[src/refla_pkg.sv]
// shared types and constants of the reserved-entry free-list allocator
// no dependencies; used by every module under src

package refla_pkg;

  // ordinary entries on the free list; the two reserved entries follow them
  localparam int Size = 16;

  // fixed field widths of a transaction
  localparam int IdxW = 5;
  localparam int CntOutW = 5;

  // internal widths derived from the list depth
  localparam int PtrW = (Size > 1) ? $clog2(Size) : 1;
  localparam int CntW = $clog2(Size + 1);

  // reserved entry indices
  localparam logic [IdxW-1:0] WbIdx = IdxW'(Size);
  localparam logic [IdxW-1:0] LocalIdx = IdxW'(Size + 1);

  // action codes
  localparam logic ACT_ALLOC = 1'b0;
  localparam logic ACT_FREE = 1'b1;

  // request types
  localparam logic [1:0] REQ_NORMAL = 2'd0;
  localparam logic [1:0] REQ_WRITEBACK = 2'd1;
  localparam logic [1:0] REQ_LOCAL = 2'd2;

  // status codes
  localparam logic [1:0] STATUS_OK = 2'd0;
  localparam logic [1:0] STATUS_REFUSED = 2'd1;
  localparam logic [1:0] STATUS_BAD = 2'd2;

  typedef struct packed {
    logic            action;
    logic [1:0]      request_type;
    logic [IdxW-1:0] entry_index;
  } req_item_t;

  typedef struct packed {
    logic [IdxW-1:0]    granted_index;
    logic [1:0]         status;
    logic [CntOutW-1:0] free_count;
    logic               writeback_reserved_free;
    logic               local_reserved_free;
  } rsp_item_t;

endpackage

[src/refla_core.sv]
// free list storage, pointers, reserved flags and the per-transaction decision
// depends on refla_pkg

module refla_core (
  input  logic                 clk,
  input  logic                 rst,
  input  logic                 step,
  input  refla_pkg::req_item_t item,
  output refla_pkg::rsp_item_t result
);

  logic [refla_pkg::IdxW-1:0] fifo [refla_pkg::Size];
  logic [refla_pkg::PtrW-1:0] head;
  logic [refla_pkg::PtrW-1:0] tail;
  logic [refla_pkg::CntW-1:0] count;
  logic                       wb_free;
  logic                       local_free;

  logic [refla_pkg::PtrW-1:0] head_next;
  logic [refla_pkg::PtrW-1:0] tail_next;
  logic [refla_pkg::CntW-1:0] count_next;
  logic                       wb_free_next;
  logic                       local_free_next;
  logic                       push;
  logic [refla_pkg::IdxW-1:0] granted;
  logic [1:0]                 status;

  function automatic logic [refla_pkg::PtrW-1:0] ptr_inc(input logic [refla_pkg::PtrW-1:0] p);
    logic [refla_pkg::PtrW-1:0] r;
    if (p == refla_pkg::PtrW'(refla_pkg::Size - 1)) begin
      r = '0;
    end else begin
      r = p + 1'b1;
    end
    return r;
  endfunction

  always_comb begin
    head_next       = head;
    tail_next       = tail;
    count_next      = count;
    wb_free_next    = wb_free;
    local_free_next = local_free;
    push            = 1'b0;
    granted         = '0;
    status          = refla_pkg::STATUS_OK;
    if (item.action == refla_pkg::ACT_ALLOC) begin
      if (count != '0) begin
        granted    = fifo[head];
        head_next  = ptr_inc(head);
        count_next = count - 1'b1;
      end else if (item.request_type == refla_pkg::REQ_WRITEBACK && wb_free) begin
        wb_free_next = 1'b0;
        granted      = refla_pkg::WbIdx;
      end else if (item.request_type == refla_pkg::REQ_LOCAL && local_free) begin
        local_free_next = 1'b0;
        granted         = refla_pkg::LocalIdx;
      end else begin
        status = refla_pkg::STATUS_REFUSED;
      end
    end else begin
      if (item.entry_index == refla_pkg::WbIdx) begin
        wb_free_next = 1'b1;
      end else if (item.entry_index == refla_pkg::LocalIdx) begin
        local_free_next = 1'b1;
      end else if (item.entry_index > refla_pkg::LocalIdx) begin
        status = refla_pkg::STATUS_BAD;
      end else if (count == refla_pkg::CntW'(refla_pkg::Size)) begin
        status = refla_pkg::STATUS_BAD;
      end else begin
        push       = 1'b1;
        tail_next  = ptr_inc(tail);
        count_next = count + 1'b1;
      end
    end
  end

  always_comb begin
    result.granted_index           = granted;
    result.status                  = status;
    result.free_count              = refla_pkg::CntOutW'(count_next);
    result.writeback_reserved_free = wb_free_next;
    result.local_reserved_free     = local_free_next;
  end

  always_ff @(posedge clk) begin
    if (rst) begin
      head       <= '0;
      tail       <= '0;
      count      <= refla_pkg::CntW'(refla_pkg::Size);
      wb_free    <= 1'b1;
      local_free <= 1'b1;
    end else if (step) begin
      head       <= head_next;
      tail       <= tail_next;
      count      <= count_next;
      wb_free    <= wb_free_next;
      local_free <= local_free_next;
    end
  end

  // list storage comes out of reset holding the ordinary indices in order
  always_ff @(posedge clk) begin
    if (rst) begin
      for (int i = 0; i < refla_pkg::Size; i++) begin
        fifo[i] <= refla_pkg::IdxW'(i);
      end
    end else if (step && push) begin
      fifo[tail] <= item.entry_index;
    end
  end

endmodule

[src/reserved_entry_free_list_allocator.sv]
// top level of the reserved-entry free-list allocator
// throughput: one transaction per cycle while responses are taken; the free
//   list update sits between the request register and the response
//   register
// reset: list holds the ordinary indices in order, both reserved entries free
// depends on refla_pkg and refla_core

module reserved_entry_free_list_allocator (
  input  logic                 clk,
  input  logic                 rst,
  input  logic                 req_valid,
  output logic                 req_ready,
  input  refla_pkg::req_item_t req,
  output logic                 rsp_valid,
  input  logic                 rsp_ready,
  output refla_pkg::rsp_item_t rsp
);

  // request register
  logic                 hold_valid;
  refla_pkg::req_item_t hold;

  // the held transaction moves on once the response slot is free or draining
  logic                 advance;
  refla_pkg::rsp_item_t result;

  assign advance   = hold_valid && (!rsp_valid || rsp_ready);
  assign req_ready = !hold_valid || advance;

  always_ff @(posedge clk) begin
    if (rst) begin
      hold_valid <= 1'b0;
    end else if (req_ready) begin
      hold_valid <= req_valid;
    end
  end

  // payload captured without reset
  always_ff @(posedge clk) begin
    if (req_valid && req_ready) begin
      hold <= req;
    end
  end

  // state of the list changes only when a transaction goes through
  refla_core u_core (
    .clk    (clk),
    .rst    (rst),
    .step   (advance),
    .item   (hold),
    .result (result)
  );

  // response register
  always_ff @(posedge clk) begin
    if (rst) begin
      rsp_valid <= 1'b0;
    end else if (advance) begin
      rsp_valid <= 1'b1;
    end else if (rsp_ready) begin
      rsp_valid <= 1'b0;
    end
  end

  always_ff @(posedge clk) begin
    if (advance) begin
      rsp <= result;
    end
  end

endmodule

[config.mk]
export PLATFORM = sky130hd
export DESIGN_NAME = reserved_entry_free_list_allocator
export DESIGN_NICKNAME = d
export VERILOG_FILES = /design/src/refla_pkg.sv /design/src/refla_core.sv /design/src/reserved_entry_free_list_allocator.sv
export SDC_FILE = /design/constraint.sdc
export NUM_CORES = 1
export LEC_CHECK = 0
export ABC_AREA = 0
export ABC_CLOCK_PERIOD_IN_PS = 2300
export BUFFER_PORTS_ARGS = -buffer_cell sky130_fd_sc_hd__clkbuf_2
export CORE_MARGIN = 2
export CORE_UTILIZATION = 57
export CTS_BUF_LIST = sky130_fd_sc_hd__clkbuf_4 sky130_fd_sc_hd__clkbuf_8
export CTS_CLUSTER_DIAMETER = 40
export DETAILED_ROUTE_END_ITERATION = 7
export PLACE_DENSITY = 0.84
export SYNTH_ARGS = -nofsm -noshare
export SYNTH_HDL_FRONTEND = slang
export SYNTH_SLANG_ARGS = --single-unit
export TNS_END_PERCENT = 50
[constraint.sdc]
create_clock -name clk -period 2.3 [get_ports clk]
set_clock_uncertainty 0.1 [all_clocks]
set_input_delay 0.23 -clock clk [delete_from_list [all_inputs] [get_ports clk]]
set_output_delay 0.23 -clock clk [all_outputs]
set_load 0.01 [all_outputs]
======== Yosys cells after proc, flatten, opt, wreduce, memory -nomap -nowiden ========
Memory sizes are Yosys's and may differ from the RTL's. A register that Yosys moved wholly into a read port is not among the register bits.
Index checks and enable logic that the tools add are counted.
Widths: inputs -> output; s select.
storage, ports and cells
  memories kept ........................... 1
  register bits after elaboration ......... 39
  output and inout port bits .............. 16
  bits of input ports ..................... 12
  memory bits (writable) .................. 80
cells by class
  reductions and logical operators ........ 14
  $lt $le $gt $ge ......................... 1
  $add $sub $neg .......................... 4
  eq/ne operators ......................... 7
  muxes and demuxes ....................... 46
  bitwise gates (word level) .............. 5
memories
  memory       words  width  read ports  clocked after Yosys merged registers in  write ports  RTL line          RTL
  u_core.fifo  16     5      1           1                                        16           refla_core.sv:12  logic [refla_pkg::IdxW-1:0] fifo [refla_pkg::Size];
operators with widths
  kind                 count
  $mux 5               10
  $mux 1               24
  $mux 4               5
  $eq 5x5->1 const B   3
  $mux 2               7
  $add 4x1->4 const B  2
  $eq 4x4->1 const B   2
  $reduce_and 6->1     1
  $add 5x1->5 const B  1
  $gt 5x5->1 const B   1
  $logic_and 1x1->1    5
  $not 1->1            5
  $reduce_bool 5->1    1
  $reduce_or 5->1      1
  $sub 5x1->5 const B  1
  $reduce_and 3->1     1
  $eq 2x1->1 const B   1
  $eq 2x2->1 const B   1
  $logic_not 1->1      2
  $logic_or 1x1->1     2
  $reduce_bool 2->1    1

======== Longest topological paths before layout ========
Gate-level depths: netlist of the first run.
  depth after elaboration ................. 12
  depth in mapped cells ................... 8

======== Cells and area by module ========
From an unflattened synthesis of the first run, not the netlist that was laid out.
second synthesis, totals
  cell total of the unflattened synthesis .. 399
  area, all modules ....................... 5632.9 sq um
modules (own cells, without submodules)
  module                              cells each  instances  sequential area each (sq um)  area an instance (sq um)
  refla_core                          367         1          2782.7                        4868.4
  reserved_entry_free_list_allocator  32          1          700.7                         764.5

======== Least setup slack after synthesis of the first run ========
No wires, ideal clock.
  path type ............................... reg-to-reg
  start ................................... reg u_core.count[0] (netlist name)
  end ..................................... mem u_core.fifo[15][0] (netlist name) (enable)
  period minus slack after synthesis ...... 2507 ps
  required time ........................... 1851 ps
  stages on the path, launching flop included .. 8
  setup time .............................. 349 ps
  slack ................................... -207 ps
  arrival time ............................ 2058 ps
  buffers on the path ..................... 2
  path through ............................ dfxtp_1 inv_1 ha_1 nor4bb_1 or4_1 clkbuf_1 buf_2 o21bai_1
RTL lines
  element                 RTL line          RTL
  start, declared         refla_core.sv:15  logic [refla_pkg::CntW-1:0] count;
  start signal, assigned  refla_core.sv:90  count <= refla_pkg::CntW'(refla_pkg::Size);
  start signal, assigned  refla_core.sv:96  count <= count_next;
  end, declared           refla_core.sv:12

==> results of run 1 <==
==> Yosys cell counts (2+ instances only) <==
cell        n  area share
edfxtp_1  102        0.54
nand2b_1   32       0.035
and2_1     28       0.031
dfxtp_1    21       0.074
nand2_1    21       0.014
clkbuf_1   16       0.011
mux4_2     16       0.064
or2_2      16       0.018
mux2i_1    14       0.025
a21oi_1    12       0.011
inv_1      12      0.0080
nor2_1     11      0.0073
nor3_1     11      0.0097
buf_2       8      0.0071
ha_1        8       0.018
nor4_1      8      0.0089
a211oi_1    7      0.0093
nor2b_1     7      0.0077
nand3_1     6      0.0053
o21ai_0     6      0.0053
a31oi_1     5      0.0055
nor3_2      5      0.0089
or3_1       5      0.0055
xnor2_1     5      0.0077
a22oi_1     4      0.0053
nand3b_1    4      0.0053
nor4_2      3      0.0066
nor4b_1     3      0.0047
o211ai_1    3      0.0040
a21bo_2     2      0.0035
buf_1       2      0.0013
nand4_1     2      0.0022
nand4b_1    2      0.0031
==> stage by stage <==
stage	TNS [ns]	cell area (um^2)	total power [mW]	instances	utilization
2_1_floorplan	-0.159	5810	2.81	440	-
3_3_place_gp	0	6310	2.93	615	0.652
3_5_place_dp	-1.07	6310	2.95	615	0.652
4_1_cts	0	6840	4.94	656	0.707
5_1_grt	-0.172	6940	5.11	660	0.717
6_report	0	6940	4.97	660	0.717
==> state kept, by name, indices dropped and copies added, names as in the netlist, named ones only <==
name	flops
u_core.tail	4
hold_valid	1
u_core.wb_free	1
rsp_valid	1
u_core.local_free	1
rsp	14
u_core.head	4
u_core.count	5
hold	8
u_core.fifo	80
==> cell families after synthesis <==
logic type,after synthesis
flops,123
other cells,1
buf+inv,39
xor+xnor,6
simple gates,169
fa+ha+maj,8
compound gates,49
mux,30
==> layer usage <==
| layer | part of all wire | GRT usage | up-vias | wire length, um |
|---|---|---|---|---|
| met1 | 0.38 | 0.319 | 1921 | 5140 |
| met2 | 0.51 | 0.424 | 207 | 6770 |
| met4 | 0.024 | 0.114 | 0 | 326 |
| met3 | 0.084 | 0.0686 | 31 | 1120 |
| li1 | - | - | 1744 | - |
| met5 | 0 | 0 | - | 0 |
==> path summary, 6_finish.rpt <==
path,startpoint,endpoint,slack [ns],depth (start not counted)
max,u_core.count[0],u_core.fifo[1][0],0.002,8
min,rsp_ready,rsp_valid,0.06,3
max reg2reg,u_core.count[0],u_core.fifo[1][0],0.002,8
min reg2reg,u_core.head[2],u_core.head[3],0.42,2
==> final cells by class <==
type	instances	area, um^2
fillers	590	2750
inverters	13	48.8
clock inverters	15	188
clock buffers	17	234
flip-flops and latches	123	3490
well taps	133	166
repair buffers	81	594
multi-input cells	278	2220
==> timing repair <==
item / 4_1_cts / 5_1_grt
endpoints found under the setup margin: 70 / 76
hold endpoints to repair: 9 / 0
setup buffers: 0 / 4
hold buffers: 9 / 0
pin swaps: 2 / 4
cloned: 0 / 0
gates resized for setup: 7 / 15
==> power breakdown <==
group	switching [mW]	leakage [nW]	total, mW	internal, mW
Clock	0.942	0.204	2.03	1.09
Sequential	0.0387	1.08	2.53	2.49
Combinational	0.226	1.14	0.403	0.178
Total	1.21	2.43	4.97	3.76
==> critical path, stage by stage, from the launching register on <==
cell,delay [ns]
dfxtp_2,0.33
inv_1,0.05
ha_2,0.18
nor4bb_2,0.18
or4_4,0.51
buf_8,0.18
nor4_4,0.25
buf_4,0.19
nand2_1,0.06
==> flow_summary.ini, run 1 <==
[status]
status = finished, final reports clean

[final_layout]
antenna_cells = 0
final_cell_mix = edfxtp_1, buf_4, nand2b_1, and2_1, clkbuf_2
final_nets = 534
drive_gt1_frac = 0.306
final_common_cell = edfxtp_1
areaGrowthSynthToFinish_pct = 22.8

[synthesis]
yosys_register_bits = 123
synth_fa_ha_area_frac = 0.0177
synth.avg_cell_area_um2 = 13.3
synth_warnings = 0
ys_types = 51
synth-main-ff-cell = edfxtp_1
synth_xor_area_frac = 0.00930
synth_compound_area_frac = 0.0587
ys_seq_area_frac = 0.616
netlist_area_um2 = 5650
ys_async_sr_fraction = 0
muxShareOfSynthArea = 0.0886
synth_top_family_by_area = simple AND/OR/NAND/NOR gates
synth_enable_flop_cells = 102
yosys.area_share.simple = 0.181
synthCells = 425

[floorplan]
fp.dieW_um = 104
rows = 36
coreArea_um2 = 9680
start_util = 0.583
die-height_um = 104
ioPinCount = 28
die_area_um2 = 10700

[sta]
fin_crit_sh = 0.999
fin_ws_ns = 0.00224
worst_pin_slew_ns = 0.608
rsz0062_at_grt = yes
fmax_ghz = 0.435
max_slew_margin = 0.594
slew_violations = 0
layout_min_cycle_time_ns = 2.30
hold_viol = 0
finalSetupViolCount = 0
whs_ns = 0.0552

[global_routing]
antenna_found_initial = 0
grt_use_total = 0.256
grt_max_degree = 33
grt_pass1_wl_um = 20700
overflow = 0
grt_pass1_vias = 3985

[placement]
io_buffer_count = 27
place.gp.congestion = 0.875
pre_cts_slack_ns = -0.0392
place_hpwl_um = 8920

[clock_tree]
cts-root-buf = clkbuf_8
cts.clk_slew.worst_paths_ns = 0.08
cts_buffers = 17
clock-sinks = 123
cts_tree = done
htreeDepth = 4
insertion_delay_ns = 0.44
clock_path_buffers = 2

[detailed_routing]
antenna_left = 0
first_pass_iters = 5
wl_per_cell_um = 20.2
drc = 0
drt-initial-drc-count = 425
vias_per_cell = 5.91
drt-total-wl_um = 13400
num_vias = 3903

[setup_path]
crit_path_end_kind = flop
crit_fanout = 5
critPathLaunchType = flop
path_class = reg -> reg
cp_data_arrival_time_ns = 2.37
worstPathRequired_ns = 2.37

[power]
p_leak_nw = 2.43
ir_drop_mv = 0.484
p_per_area_nw_per_um2 = 716

[run]
max_cap_violations = 0

[worst_hold_path]
hold_class = in -> reg
Power figures use the tool's default switching activity.
==> inputs of run 2 (changes only) <==
Settings changed: ABC_AREA 0 to 1.
==> run 2 against run 1 <==
Effect of this change:
- worst hold slack improved by 0.046 ns
- wire length decreased by 6.8%
- power decreased by 0.89%
- critical path type unchanged
- critical endpoint is now u_core.fifo[4][0]
- cell area decreased by 3.9%
- synthesized area increased by 2.3%
- clock power decreased by 4%
- largest cell class unchanged
- sequential cell count unchanged
==> flow_summary.ini, run 2 <==
[synthesis]
synth_top_family_by_area = simple AND/OR/NAND/NOR gates
synth.most_common_cell = nand2_1
synth_area_leaders = edfxtp_1, nand2_1, dfxtp_1
netlist_area_um2 = 5780
yosys_register_bits = 123
yosysTopAreaCell = edfxtp_1
muxShareOfSynthArea = 0
ys_async_sr_fraction = 0
synthCells = 611
synth_xor_area_frac = 0.00909
yosys.area_share.simple = 0.201
synth_enable_flop_cells = 102
ys_types = 29
synth_fa_ha_area_frac = 0.0173
synth_warnings = 0
synth-main-ff-cell = edfxtp_1
ys_seq_area_frac = 0.602
synth_top_cell_area_share = 0.530
synth_compound_area_frac = 0.0915
synth.avg_cell_area_um2 = 9.46
synthTopCellsByCount = nand2_1, edfxtp_1, inv_1, nor2_1, a21oi_1

[global_routing]
grt_pass1_vias = 4290
grt_pass1_wl_um = 19900
grt_max_degree = 81
grt_use_total = 0.238
overflow = 0
antenna_found_initial = 0

[sta]
whs_ns = 0.101
max_slew_margin = 0.621
fin_crit_sh = 0.954
worst_pin_slew_ns = 0.567
layout_min_cycle_time_ns = 2.19
slew_violations = 0
fmax_ghz = 0.456
rsz0062_at_grt = no
finalSetupViolCount = 0
hold_viol = 0
fin_tns_setup_ns = 0

[clock_tree]
insertion_delay_ns = 0.45
cts.clk_slew.worst_paths_ns = 0.08
htreeDepth = 4
cts-root-buf = clkbuf_8
cts_buffers = 17
postCtsSetupBuffers = 0
cts_tree = done
clock-sinks = 123
clock_path_buffers = 2

[placement]
place_inst = 772
io_buffer_count = 27
place.gp.congestion = 0.875
place_hpwl_um = 8350

[final_layout]
final_nets = 688
ff_latch_area_um2 = 3480
reg_top3 = u_core.fifo: 80 flops, rsp: 14 flops, hold: 8 flops
instances_no_fill = 813
final_util = 0.679
multi_input_area_um2 = 1930
fill_cells = 726
drive_gt1_frac = 0.157
registers.top_by_ff_count = u_core.fifo
largest_reg_flops = 80
final_cell_mix = nand2_1, edfxtp_1, inv_1, nor2_1, a21oi_1
antenna_cells = 0
areaGrowthSynthToFinish_pct = 15.3
final_common_cell = nand2_1

[status]
status = finished, final reports clean

[floorplan]
die_area_um2 = 11000
die-height_um = 105
coreArea_um2 = 9820
fp.dieW_um = 105
ioPinCount = 28
rows = 36
start_util = 0.589

[setup_path]
critPathLaunchType = flop
worstPathRequired_ns = 2.34
cp_data_arrival_time_ns = 2.23
crit_fanout = 7
crit_path_end_kind = flop
path_class = reg -> reg
r2r_slack_ns = 0.11

[detailed_routing]
wl_per_cell_um = 15.3
num_vias = 4344
first_pass_iters = 5
drt-initial-drc-count = 407
drc = 0
vias_per_cell = 5.34
antenna_left = 0
drt-total-wl_um = 12500

[power]
p_per_area_nw_per_um2 = 738
p_leak_nw = 2.79
ir_drop_mv = 0.468

[run]
max_cap_violations = 0

[worst_hold_path]
hold_class = in -> reg
==> run 2: cell types whose count changed after synthesis, moves of 31 or more <==
| cell | before | now |
|---|---|---|
| nor2_1 | 11 | 63 |
| nand3_1 | 6 | 37 |
| a21oi_1 | 12 | 43 |
| nand2b_1 | 32 | 0 |
| nand2_1 | 21 | 131 |
| inv_1 | 12 | 78 |
| o21ai_0 | 6 | 39 |
==> run 2: cells by family (layout without fill, tap and decap cells) <==
| logic type | Yosys count | in the layout |
|---|---|---|
| compound gates | 99 | 99 |
| xor+xnor | 6 | 6 |
| fa+ha+maj | 8 | 8 |
| buf+inv | 117 | 171 |
| flops | 123 | 123 |
| other cells | 1 | 16 |
| simple gates | 257 | 257 |
==> run 2: worst max-delay path, cell delays in order (launching register included) <==
cell and delay [ns]:
dfxtp_1 0.38, inv_1 0.12, ha_1 0.27, nand3_4 0.12, nand4_4 0.16, nor2_8 0.22, nand2_4 0.07, inv_2 0.11
nand2_1 0.11, nand2_1 0.20
==> run 2: power by group <==
| group | internal, mW | total (mW) | switching, mW |
|---|---|---|---|
| clock | 1.07 | 1.95 | 0.883 |
| sequential | 2.50 | 2.54 | 0.0409 |
| combinational | 0.142 | 0.434 | 0.292 |
| total | 3.71 | 4.92 | 1.22 |
==> run 2: area by class of cell <==
class | count | share of cell area
sequential | 123 | 0.523
tap | 133 | 0.0250
multi-input combinational | 386 | 0.289
inverter | 93 | 0.0524
timing repair buffer | 47 | 0.0503
clock buffer | 17 | 0.0351
clock inverter | 14 | 0.0257
==> run 2: routing by layer <==
metal	wire length, um	track usage	vias up
met3	835	0.0593	34
met5	0	0	-
met1	4990	0.281	2023
met2	6280	0.406	182
met4	347	0.116	0
li1	-	-	2105
==> run 2: path summary, 6_finish.rpt <==
kind	to	cells past startpoint	start
min reg2reg	u_core.tail[0]	2	u_core.tail[0]
max	u_core.fifo[4][0]	9	u_core.count[0]
min	rsp_valid	2	rst
max reg2reg	u_core.fifo[4][0]	9	u_core.count[0]
==> run 2: stage by stage <==
step / worst slack (ns) / total power, mW / area, um^2
floorplan: 0.346 / 2.86 / 5840
global placement: 0.234 / 2.97 / 6140
detailed placement: 0.119 / 2.99 / 6140
CTS: 0.0877 / 4.92 / 6650
global route: 0.000587 / 5.06 / 6670
finish: 0.105 / 4.92 / 6670
==> run 2: repair_timing <==
item                       in CTS  in global routing
hold endpoints to repair       10                  0
setup endpoints to repair       0                 45
hold buffers                   10                  0
resized for setup               0                  9
